<file path="src/hdl/gcbd_pkg.sv">
// ----------------------------------------------------------------------------
// Great-circle bearing difference package
// Shared widths, the CORDIC vector type and elaboration-time angle constants.
// ----------------------------------------------------------------------------
package gcbd_pkg;

  // Angle word: signed radians, wide enough for a longitude difference.
  localparam int ANG_W = 34;
  // CORDIC x/y word: Q30 values with headroom for gain and atan2 pre-rotation.
  localparam int VEC_W = 34;
  // Sine and cosine word after the rotation chains (Q30).
  localparam int SC_W = 32;
  // Fraction bits of sines, cosines and their products.
  localparam int PROD_SHIFT = 30;

  // Pi with 60 fraction bits.
  localparam logic signed [63:0] PI_Q60 = 64'sh3243F6A8885A308D;

  // Start value of x in rotation mode: the inverse CORDIC gain in Q30.
  localparam logic signed [VEC_W-1:0] CORDIC_GAIN = VEC_W'(652032874);

  // Data that one CORDIC cell hands to the next.
  typedef struct packed {
    logic signed [VEC_W-1:0] x;
    logic signed [VEC_W-1:0] y;
    logic signed [ANG_W-1:0] z;
    logic                    flag;
  } cordic_vec_t;

  // Round a Q60 value to nearest at the given number of fraction bits.
  function automatic logic signed [63:0] q60_to_angle(input logic signed [63:0] v,
                                                      input int frac);
    int sh;
    sh = 60 - frac;
    return (v + (64'sd1 <<< (sh - 1))) >>> sh;
  endfunction

  function automatic logic signed [63:0] angle_pi(input int frac);
    return q60_to_angle(PI_Q60, frac);
  endfunction

  function automatic logic signed [63:0] angle_half_pi(input int frac);
    return q60_to_angle(PI_Q60 >>> 1, frac);
  endfunction

  function automatic logic signed [63:0] angle_two_pi(input int frac);
    return q60_to_angle(PI_Q60 <<< 1, frac);
  endfunction

  // Quotient of a non-negative dividend by a positive divisor, by long division.
  function automatic logic signed [63:0] div_pos(input logic signed [63:0] num,
                                                 input logic signed [63:0] den);
    logic signed [63:0] quo;
    logic signed [63:0] rem;
    quo = 64'sd0;
    rem = 64'sd0;
    for (int b = 63; b >= 0; b--) begin
      rem = (rem <<< 1) | 64'(num[b]);
      if (rem >= den) begin
        rem    = rem - den;
        quo[b] = 1'b1;
      end
    end
    return quo;
  endfunction

  // atan(2^-i) in Q60 from its power series; only evaluated at elaboration.
  function automatic logic signed [63:0] atan_q60(input int i);
    logic signed [63:0] acc;
    logic signed [63:0] term;
    int k;
    acc = 64'sd0;
    if (i == 0) begin
      acc = PI_Q60 >>> 2;
    end else begin
      for (k = 0; 60 - i * (2 * k + 1) >= 0; k++) begin
        term = div_pos(64'sd1 <<< (60 - i * (2 * k + 1)), 64'(2 * k + 1));
        if ((k % 2) == 1) begin
          acc = acc - term;
        end else begin
          acc = acc + term;
        end
      end
    end
    return acc;
  endfunction

  function automatic logic signed [63:0] atan_angle(input int i, input int frac);
    return q60_to_angle(atan_q60(i), frac);
  endfunction

endpackage

</file>
<file path="src/hdl/gcbd_cordic_cell.sv">
// ----------------------------------------------------------------------------
// CORDIC cell
// One micro-rotation by atan(2^-STAGE), in rotation or vectoring mode,
// registered and handed to the next cell of the chain.
// ----------------------------------------------------------------------------
module gcbd_cordic_cell
  import gcbd_pkg::*;
#(
  parameter int STAGE     = 0,
  parameter bit VECTORING = 1'b0,
  parameter int FRAC_BITS = 28
) (
  input  logic        clk_i,
  input  logic        en_i,
  input  cordic_vec_t vec_i,
  output cordic_vec_t vec_o
);

  localparam logic signed [ANG_W-1:0] ATAN_C = ANG_W'(atan_angle(STAGE, FRAC_BITS));

  logic signed [VEC_W-1:0] x_in;
  logic signed [VEC_W-1:0] y_in;
  logic signed [ANG_W-1:0] z_in;
  logic signed [VEC_W-1:0] x_sh;
  logic signed [VEC_W-1:0] y_sh;
  logic                    ccw;

  // Rotation steers by the sign of z, vectoring by the sign of y.
  always_comb begin
    x_in = vec_i.x;
    y_in = vec_i.y;
    z_in = vec_i.z;
    x_sh = x_in >>> STAGE;
    y_sh = y_in >>> STAGE;
    if (VECTORING) begin
      ccw = y_in[VEC_W-1];
    end else begin
      ccw = ~z_in[ANG_W-1];
    end
  end

  always_ff @(posedge clk_i) begin
    if (en_i) begin
      vec_o.flag <= vec_i.flag;
      if (ccw) begin
        vec_o.x <= x_in - y_sh;
        vec_o.y <= y_in + x_sh;
        vec_o.z <= z_in - ATAN_C;
      end else begin
        vec_o.x <= x_in + y_sh;
        vec_o.y <= y_in - x_sh;
        vec_o.z <= z_in + ATAN_C;
      end
    end
  end

endmodule

</file>
<file path="config.mk">
export PLATFORM = sky130hd
export DESIGN_NAME = gcbd_cordic_cell
export DESIGN_NICKNAME = d
export VERILOG_FILES = /design/src/hdl/gcbd_pkg.sv /design/src/hdl/gcbd_cordic_cell.sv
export SDC_FILE = /design/constraint.sdc
export NUM_CORES = 1
export LEC_CHECK = 0
export ABC_AREA = 0
export BUFFER_PORTS_ARGS = -buffer_cell sky130_fd_sc_hd__buf_4
export CAP_MARGIN = 20
export CORE_MARGIN = 4
export CORE_UTILIZATION = 52
export DETAILED_ROUTE_END_ITERATION = 12
export HOLD_SLACK_MARGIN = 0.1
export PLACE_DENSITY_LB_ADDON = 0.12
export SLEW_MARGIN = 20
export SYNTH_ARGS = -nofsm -noshare
export SYNTH_HDL_FRONTEND = slang
export SYNTH_SLANG_ARGS = --single-unit
</file>
<file path="constraint.sdc">
create_clock -name clk_i -period 8.2 [get_ports clk_i]
set_input_delay 0.82 -clock clk_i [delete_from_list [all_inputs] [get_ports clk_i]]
set_output_delay 0.82 -clock clk_i [all_outputs]
set_load 0.02 [all_outputs]
</file>
After elaboration in Yosys (flattened, before gate mapping)
Cells that the tools add are included.

Input bits: 105. Register bits after elaboration: 103.

$add $sub $neg: 5. Muxes and demuxes: 1.

Operators by type and width (number): 102-bit 2-to-1 mux (1); 34-bit subtractor (2); 34-bit by 29-bit adder with 34-bit output (second input constant) (1); 34-bit adder (1); 34-bit by 29-bit subtractor with 34-bit output (second input constant) (1).

Depth between registers and ports, before layout
Gate-level depths: netlist (run 1).

Word-level depth: 2. Mapped depth: 13. Depth with buffers taken out: 12.

Worst setup path after synthesis (run 1)
No wires, ideal clock.

Path kind: input-to-reg. Start: input vec_i[34] in the netlist's numbering. End: register vec_o[32] in the netlist's numbering, data pin. Library setup time: 0.260 ns. Setup slack: 4.300 ns. Cell stages on the path: 11. Required time: 7.940 ns. Data arrival time: 3.640 ns. Path buffers: 1. Path through: clkinv_1 -> clkbuf_1 -> ha_1 -> and3_1 -> a221oi_2 -> o21ai_1 -> a21o_1 -> a221o_1 -> a21bo_1 -> a221oi_2 -> xnor2_1.

Longest elaborated chain between the ends: 1.

RTL lines: start: declaration (RTL line gcbd_cordic_cell.sv:15) `input cordic_vec_t vec_i,`; 102-bit 2-to-1 mux (RTL line gcbd_cordic_cell.sv:45) `if (ccw) begin`; end: declaration (RTL line gcbd_cordic_cell.sv:16) `output cordic_vec_t vec_o`.

Every way passes these cells. A chain may end at the register's enable or synchronous reset.

Worst setup path in the final report (run 1)
Start: input vec_i[34] in the netlist's numbering. End: register vec_o[31] in the netlist's numbering, data pin.

The elaborated chain is that of the path after synthesis.

==> results of run 1 <==
where the power goes:
part           switching [mW]  internal, mW  leakage, nW
logic                   0.564         0.374         4.47
clock network           0.199         0.266        0.151
registers              0.0253         0.692        0.998
area by class of cell:
class,count,area [um2],area share (%)
multi-input cells,977,6950,54.9
clock buffers,9,225,1.78
well taps,270,338,2.67
flip-flops and latches,102,3060,24.2
inverters,113,424,3.35
clock inverters,6,85.1,0.672
repair buffers,210,1580,12.5
stage by stage:
step	instances	hold slack (ps)	cell area [um2]	setup slack, ps
floorplan	1242	919	10700	4300
global placement	1672	999	12400	4190
detailed placement	1672	1000	12400	4070
CTS	1687	634	12700	4440
global route	1687	629	12700	4270
finish	1687	644	12700	4400
cells by family after synthesis:
logic type	after synthesis	synth area share, %
XOR/XNOR	94	7.72
multiplexers	10	0.986
AND/OR/NAND/NOR	319	14.4
AO/OA/AOI/OAI	420	26.1
flip-flops	102	28.7
buffers and inverters	163	6.05
adder cells (fa/ha/maj)	134	16.0
worst max-delay path by stage:
stage	from	endpoint	slack (ps)	cells past startpoint
3_5_place_dp	vec_i[34]	vec_o[31]$_DFFE_PP_	4070	13
3_3_place_gp	vec_i[34]	vec_o[33]$_DFFE_PP_	4190	13
5_1_grt	vec_i[34]	vec_o[31]$_DFFE_PP_	4270	13
4_1_cts	vec_i[34]	vec_o[31]$_DFFE_PP_	4440	13
2_1_floorplan	vec_i[34]	vec_o[32]$_DFFE_PP_	4300	11
6_report	vec_i[34]	vec_o[31]$_DFFE_PP_	4400	13
cell usage after synthesis, types with 5 or more instances:
library cell / instances
a21oi_1: 149
ha_1: 130
nor2_1: 106
edfxtp_1: 102
inv_1: 101
xnor2_1: 82
nand2_1: 61
o21ai_0: 59
a21o_1: 42
nor3_1: 32
nand3_1: 25
clkbuf_1: 24
o21bai_1: 20
o21ai_1: 18
buf_2: 17
o31ai_1: 17
nor2b_1: 16
nand2b_1: 15
nand4_1: 13
o21a_1: 13
a211oi_1: 12
xor2_1: 12
a2111oi_0: 9
inv_2: 9
mux2i_1: 9
nor4_1: 9
o211ai_1: 9
a31oi_1: 7
buf_1: 7
or3_1: 7
o31a_1: 6
or2_1: 6
and2_1: 5
and3_1: 5
nand3b_1: 5
layer usage:
layer  wire length [um]  part of all wire, %  track usage, %
met3               3060                  9.6            4.43
met2              14200                   44            42.7
met1              13800                   43            39.1
met5                  0                    0               0
met4                896                  2.8            8.48
worst max-delay path, cell delays in order:
cell      delay [ps]
buf_4            210
clkinv_1          90
buf_4            320
ha_1             460
inv_1             70
o31a_1           290
nor3_1           300
o21ai_1          160
o31ai_1          460
a21oi_1          270
o21bai_1         220
a21oi_1          110
xnor2_1          130
==> impl_metrics.ini, run 1 <==
[sta]
tns_ps = 0
worst_pin_slew_ps = 1020
fin_crit_sh_pct = 46.3
finalMaxSlewViolations = 0
layout_min_cycle_time_ps = 3800
rsz0062_at_grt = false
setup_viol = 0
fmax_mhz = 263
hold_viol_final = 0
maxSlewHeadroom_pct = 31.9

[cts]
post_cts_buffers = 0
cts_hold_buf = 0
ctsLongestPathBuffers = 2
htree_levels = 3
cts_made_buffers = 9
cts_tree = built
cts-root-buf = clkbuf_16
ctsResizeCount = 0
cts.sinks = 102
clk_pin_slew_ps = 70

[finish]
largest_register_ffs = 102
fin_util_pct = 62.8
n_fill_cell = 1810
final_common_cell = buf_4
reg_top3 = vec_o x102
top_register = vec_o
synthToLayoutAreaGrowth_pct = 18.8
drive_gt1_share_pct = 18.1
nNetsFinal = 1652
layout_common_cells = 210 x buf_4, 149 x a21oi_1, 130 x ha_1, 106 x nor2_1, 102 x edfxtp_1
n_antenna_cell = 0

[route]
drc_errors = 0
drt-initial-drc-count = 998
detailroute.via_count = 10000
wl_per_cell_um = 18.9
drt-pass1-iter-count = 8
wl_um = 31900
viasPerCell = 5.94
antenna_left = 0

[pwr]
powerDensity_nw_per_um2 = 167
peakVddDrop_mv = 0.0968
p_leak_nw = 5.62
total_power_mw = 2.12

[synthesis]
ys_ff_latch = 102
synth_cells = 1242
synth_edf_count = 102
syn_avg_cell_area_um2 = 8.58
synth_warnings = 0
yosysTopAreaCellShare_pct = 28.7
synth_nets = 1481
synthesis.area_um2 = 10700
ys_seq_area_share_pct = 28.7
synth-main-ff-cell = edfxtp_1
ys_async_sr_fraction_pct = 0
ys_types = 84
synth_area_leader_cell = edfxtp_1
synth_area_leaders = edfxtp_1 29%, ha_1 15%, a21oi_1 7.0%, xnor2_1 6.7%, nor2_1 3.7%

[die]
core_um2 = 20200
rows = 52
die-height_um = 151
initial_utilization_pct = 52.8
io_pins = 208
die_area_um2 = 22800
dieWidth_um = 151

[placed_design]
place_congestion = 0.991
portBuffers = 207
dp_hpwl_um = 25500

[flow_run]
cap_violations = 0

[grt]
grt_start_max_net_pins = 94
antenna_found_initial = 0
grt.overflow.total = 0
grt_usage_pct = 27.4
grt_pass1_vias = 9329
grt_pass1_wl_um = 49600

[min_path]
whs_path_depth = 1
hp-class = in2reg
hp-start = vec_i[0]
min_to = vec_o[0]$_DFFE_PP_

[critical_path]
arrival_ps = 3900
end_kind = register
worstSetupStartpointType = input port
cp.required_ps = 8300
cp_max_fo = 51
worstSetupPathType = in2reg

[outcome]
status = completed
Power figures use the tool's default switching activity.
==> inputs of run 2 (changes only) <==
==> constraint.sdc (replaced) <==
create_clock -name clk_i -period 3.78 [get_ports clk_i]
set_input_delay 0.378 -clock clk_i [delete_from_list [all_inputs] [get_ports clk_i]]
set_output_delay 0.378 -clock clk_i [all_outputs]
set_load 0.02 [all_outputs]
==> run 2 against run 1 <==
Clock-buffer cell count is 2 higher; largest power group unchanged; first-iteration DRC count is 16% lower; worst hold slack worse by 440 ps; clock power is 120% higher; worst setup slack worse by 3800 ps; sequential cell count stayed put; utilization is 0.69 points higher; highest routed layer unchanged; combinational power is 120% higher; critical path type unchanged.
==> impl_metrics.ini, run 2 (synthesis gave the netlist of run 1 again) <==
[critical_path]
max_stage_delay_ps = 640
critPathTopFamily = compound AO/OA/AOI/OAI gates
cp_cell_sequence = buf_4, inv_1, ha_1, and3_1, o211ai_1, a311oi_1, o31a_1, o22a_1, nand4_1, o31ai_1, o21ai_1, xnor2_1
end_kind = register
cp_slowest_cell = ha_1
cp_max_fo = 17
worstSetupPathType = in2reg
crit_cells = 12
arrival_ps = 3300
path_buf_inv = 2
worstSetupStartpointType = input port
cp.required_ps = 3870

[cts]
cts_hold_buf = 0
cts_tree = built
htree_levels = 3
clk_pin_slew_ps = 70
ctsResizeCount = 0
post_cts_buffers = 0
cts.sinks = 102
cts-root-buf = clkbuf_16
cts_made_buffers = 9
ctsLongestPathBuffers = 2

[sta]
setup_viol = 0
hold_viol_final = 0
worst_pin_slew_ps = 947
fmax_mhz = 311
fin_crit_sh_pct = 85.0
finalWorstSetupSlack_ps = 567
tns_ps = 0
layout_min_cycle_time_ps = 3210
hold_ws_ps = 201
rsz0062_at_grt = false
finalMaxSlewViolations = 0
maxSlewHeadroom_pct = 36.9

[grt]
grt.overflow.total = 0
grt_pass1_wl_um = 50700
grt_start_max_net_pins = 71
antenna_found_initial = 0
grt_usage_pct = 28.1
grt_pass1_vias = 9435

[pwr]
peakVddDrop_mv = 0.241
powerDensity_nw_per_um2 = 362
p_leak_nw = 5.71
total_power_mw = 4.64

[finish]
design_area_um2 = 12800
largest_register_ffs = 102
drive_gt1_share_pct = 19.2
fin_util_pct = 63.5
nNetsFinal = 1670
reg_top3 = vec_o x102
n_fill_cell = 1828
final_common_cell = buf_4
layout_common_cells = 228 x buf_4, 149 x a21oi_1, 130 x ha_1, 106 x nor2_1, 102 x edfxtp_1
synthToLayoutAreaGrowth_pct = 20.1
n_antenna_cell = 0
instances_no_fill = 1706
top_register = vec_o

[die]
initial_utilization_pct = 52.8
die_area_um2 = 22800
core_um2 = 20200
die-height_um = 151
io_pins = 208
dieWidth_um = 151
rows = 52

[min_path]
whs_path_depth = 1
hp-class = in2reg

[route]
wl_per_cell_um = 19.2
antenna_left = 0
detailroute.via_count = 10100
drc_errors = 0
drt-initial-drc-count = 842
viasPerCell = 5.92
wl_um = 32800
drt-pass1-iter-count = 5

[placed_design]
dp_slack_ps = 380
place_area_um2 = 12500
dp.cells = 1690
portBuffers = 207
dp_hpwl_um = 26400
place_congestion = 0.960

[outcome]
status = completed

[flow_run]
cap_violations = 0
==> run 2: cell type report <==
class / count / area [um2] / area share, %
flip-flops and latches: 102 / 3060 / 23.9
inverters: 113 / 424 / 3.31
repair buffers: 228 / 1710 / 13.4
clock inverters: 5 / 82.6 / 0.645
well taps: 270 / 338 / 2.64
multi-input cells: 977 / 6950 / 54.3
clock buffers: 11 / 233 / 1.82
==> run 2: path summary, 6_finish.rpt <==
kind / startpoint / end / slack, ps
max: vec_i[42] / vec_o[99]$_DFFE_PP_ / 570
min: vec_i[1] / vec_o[1]$_DFFE_PP_ / 200
==> run 2: power by group <==
group | total [mW] | switching [mW] | internal, mW
combinational | 2.06 | 1.23 | 0.831
clock | 1.01 | 0.429 | 0.584
sequential | 1.56 | 0.0556 | 1.50
total | 4.64 | 1.72 | 2.92
==> run 2: layer usage <==
layer	vias up	wire (um)	share of wire (%)	track usage [%]
met2	471	14700	45	44.0
met4	0	857	2.6	9.20
met5	-	0	0	0
li1	4888	-	-	-
met3	54	2900	8.8	5.66
met1	4695	14300	44	39.1
==> inputs of run 3 (changes only) <==
--- a/config.mk
+++ b/config.mk
@@ -5,7 +5,7 @@
 export SDC_FILE = /design/constraint.sdc
 export NUM_CORES = 1
 export LEC_CHECK = 0
-export ABC_AREA = 0
+export ABC_AREA = 1
 export BUFFER_PORTS_ARGS = -buffer_cell sky130_fd_sc_hd__buf_4
 export CAP_MARGIN = 20
 export CORE_MARGIN = 4
==> run 3 against run 2 <==
Via count is 33% higher; combinational power rose by 5%; clock-buffer cell count fell by 2; wire length is 27% higher; largest power group unchanged; final cell count increased by 40%; sequential power about the same; fmax rose by 28%; critical path depth up 2; utilization decreased by 1.1 points; first-iteration DRC count is 48% higher; power up 0.82%; sequential cell count unchanged.
==> impl_metrics.ini, run 3 <==
[pwr]
p_leak_nw = 7.28
peakVddDrop_mv = 0.188
powerDensity_nw_per_um2 = 327

[die]
initial_utilization_pct = 53.5
die-height_um = 162
core_um2 = 22900
dieWidth_um = 162
io_pins = 208
die_area_um2 = 26100
rows = 55

[sta]
fin_crit_sh_pct = 66.6
tns_ps = 0
hold_viol_final = 0
rsz0062_at_grt = false
layout_min_cycle_time_ps = 2520
maxSlewHeadroom_pct = 37.6
fmax_mhz = 397
worst_pin_slew_ps = 937
finalMaxSlewViolations = 0
setup_viol = 0

[placed_design]
dp_hpwl_um = 34700
place_area_um2 = 14000
portBuffers = 207
place_congestion = 0.982

[finish]
layout_common_cells = 545 x nand2_1, 266 x inv_1, 209 x buf_4, 184 x nand3_1, 165 x nor2_1
design_area_um2 = 14300
reg_top3 = vec_o x102
n_antenna_cell = 0
drive_gt1_share_pct = 13.2
nNetsFinal = 2314
synthToLayoutAreaGrowth_pct = 16.5
top_register = vec_o
largest_register_ffs = 102
final_common_cell = nand2_1

[synthesis]
ys_ff_latch = 102
synth-main-ff-cell = edfxtp_1
synth_common_cells = 545 x nand2_1, 267 x inv_1, 184 x nand3_1
ys_async_sr_fraction_pct = 0
synth_warnings = 0
yosysTopAreaCellShare_pct = 25.0
syn_avg_cell_area_um2 = 6.46
synth_cells = 1899
yosys.cell_count.top_type = nand2_1
synth_area_leaders = edfxtp_1 25%, nand2_1 17%, ha_1 13%, inv_1 8.2%, nand3_1 7.5%
synth_nets = 2138
synthesis.area_um2 = 12300
synth_edf_count = 102
ys_seq_area_share_pct = 25.0
ys_types = 41
synth_area_leader_cell = edfxtp_1

[grt]
use_met2_pct = 52.7
grt_pass1_vias = 12900
grt_use_met3_pct = 4.75
grt_pass1_wl_um = 65300
grt-busiest-layer = met2
grt.overflow.total = 0
grt_usage_pct = 31.1
grtUsageMet1_pct = 40.7
antenna_found_initial = 0
grt_start_max_net_pins = 75

[route]
antenna_left = 0
drt-initial-drc-count = 1246
detailroute.via_count = 13400
drt-pass1-iter-count = 6
drc_errors = 0
wl_um = 41600
wl_per_cell_um = 17.4
viasPerCell = 5.60

[cts]
cts_made_buffers = 9
cts.sinks = 102
htree_levels = 3
ctsResizeCount = 0
cts_tree = built
cts_hold_buf = 0
clk_pin_slew_ps = 80
ctsLongestPathBuffers = 2
cts-root-buf = clkbuf_16
post_cts_buffers = 0

[critical_path]
arrival_ps = 2640
end_kind = register
worstSetupStartpointType = input port
cp.required_ps = 3910
cp_max_fo = 30
worstSetupPathType = in2reg

[flow_run]
cap_violations = 0

[outcome]
status = completed

[min_path]
hp-class = in2reg
[run 3: cell count changes after synthesis, moves of 36 or more]
cell,change
a21o_1,-36
inv_1,+166
nand2_1,+484
nand3_1,+159
nor2_1,+59
xnor2_1,-76
[run 3: report_power, final]
group	switching, mW	internal, mW
sequential	0.0602	1.47
clock	0.511	0.472
combinational	1.42	0.745
[run 3: cell families after synthesis]
| group | count (synthesis) | share of synthesized area (%) |
|---|---|---|
| multiplexers | 1 | 0.0816 |
| AND/OR/NAND/NOR | 968 | 33.0 |
| adder cells (fa/ha/maj) | 134 | 13.9 |
| buffers and inverters | 331 | 10.8 |
| flip-flops | 102 | 25.0 |
| XOR/XNOR | 45 | 3.21 |
| AO/OA/AOI/OAI | 318 | 14.0 |
[run 3: layer usage]
| layer | share of wire (%) | routed length [um] | vias to the layer above |
|---|---|---|---|
| met5 | 0 | 0 | - |
| met4 | 3.0 | 1260 | 0 |
| met3 | 8.4 | 3500 | 79 |
| met2 | 46 | 19200 | 657 |
| met1 | 43 | 17700 | 6119 |
| li1 | - | - | 6547 |
[run 3: path summary, 6_finish.rpt]
kind                  startpoint                  end  cells after the start
worst max-delay path   vec_i[34]  vec_o[28]$_DFFE_PP_                     14
worst min-delay path    vec_i[0]   vec_o[0]$_DFFE_PP_                      1
[run 3: final cells by class]
| cell class | instances | area, um2 |
|---|---|---|
| fill | 2276 | 8620 |
| multi-input combinational | 1466 | 7880 |
| sequential | 102 | 3060 |
| timing repair buffer | 210 | 1590 |
| inverter | 286 | 1070 |
| tap | 313 | 392 |
| clock buffer | 9 | 225 |
| clock inverter | 7 | 73.8 |
[run 3: metrics by stage]
step	hold WS (ps)	power (mW)	util, %	setup slack [ps]	cells
after global routing	172	4.95	62.4	1040	2393
after global placement	556	3.64	61.1	962	2377
after detailed placement	559	3.67	61.1	895	2377
after CTS	174	4.65	62.4	1290	2393
final	179	4.67	62.4	1260	2393
after floorplan	477	2.89	-	1240	1899
[run 3: worst max-delay path, cell delays in order]
cell and delay, ps:
buf_4 320, inv_2 280, ha_1 430, nand2_1 80, o21ai_1 230, nand2_1 90, nand2_1 140, nand3_1 90
nand2_1 190, nand2_1 90, nand2_1 110, nand2_1 60, nand3_1 80, nand2_1 60
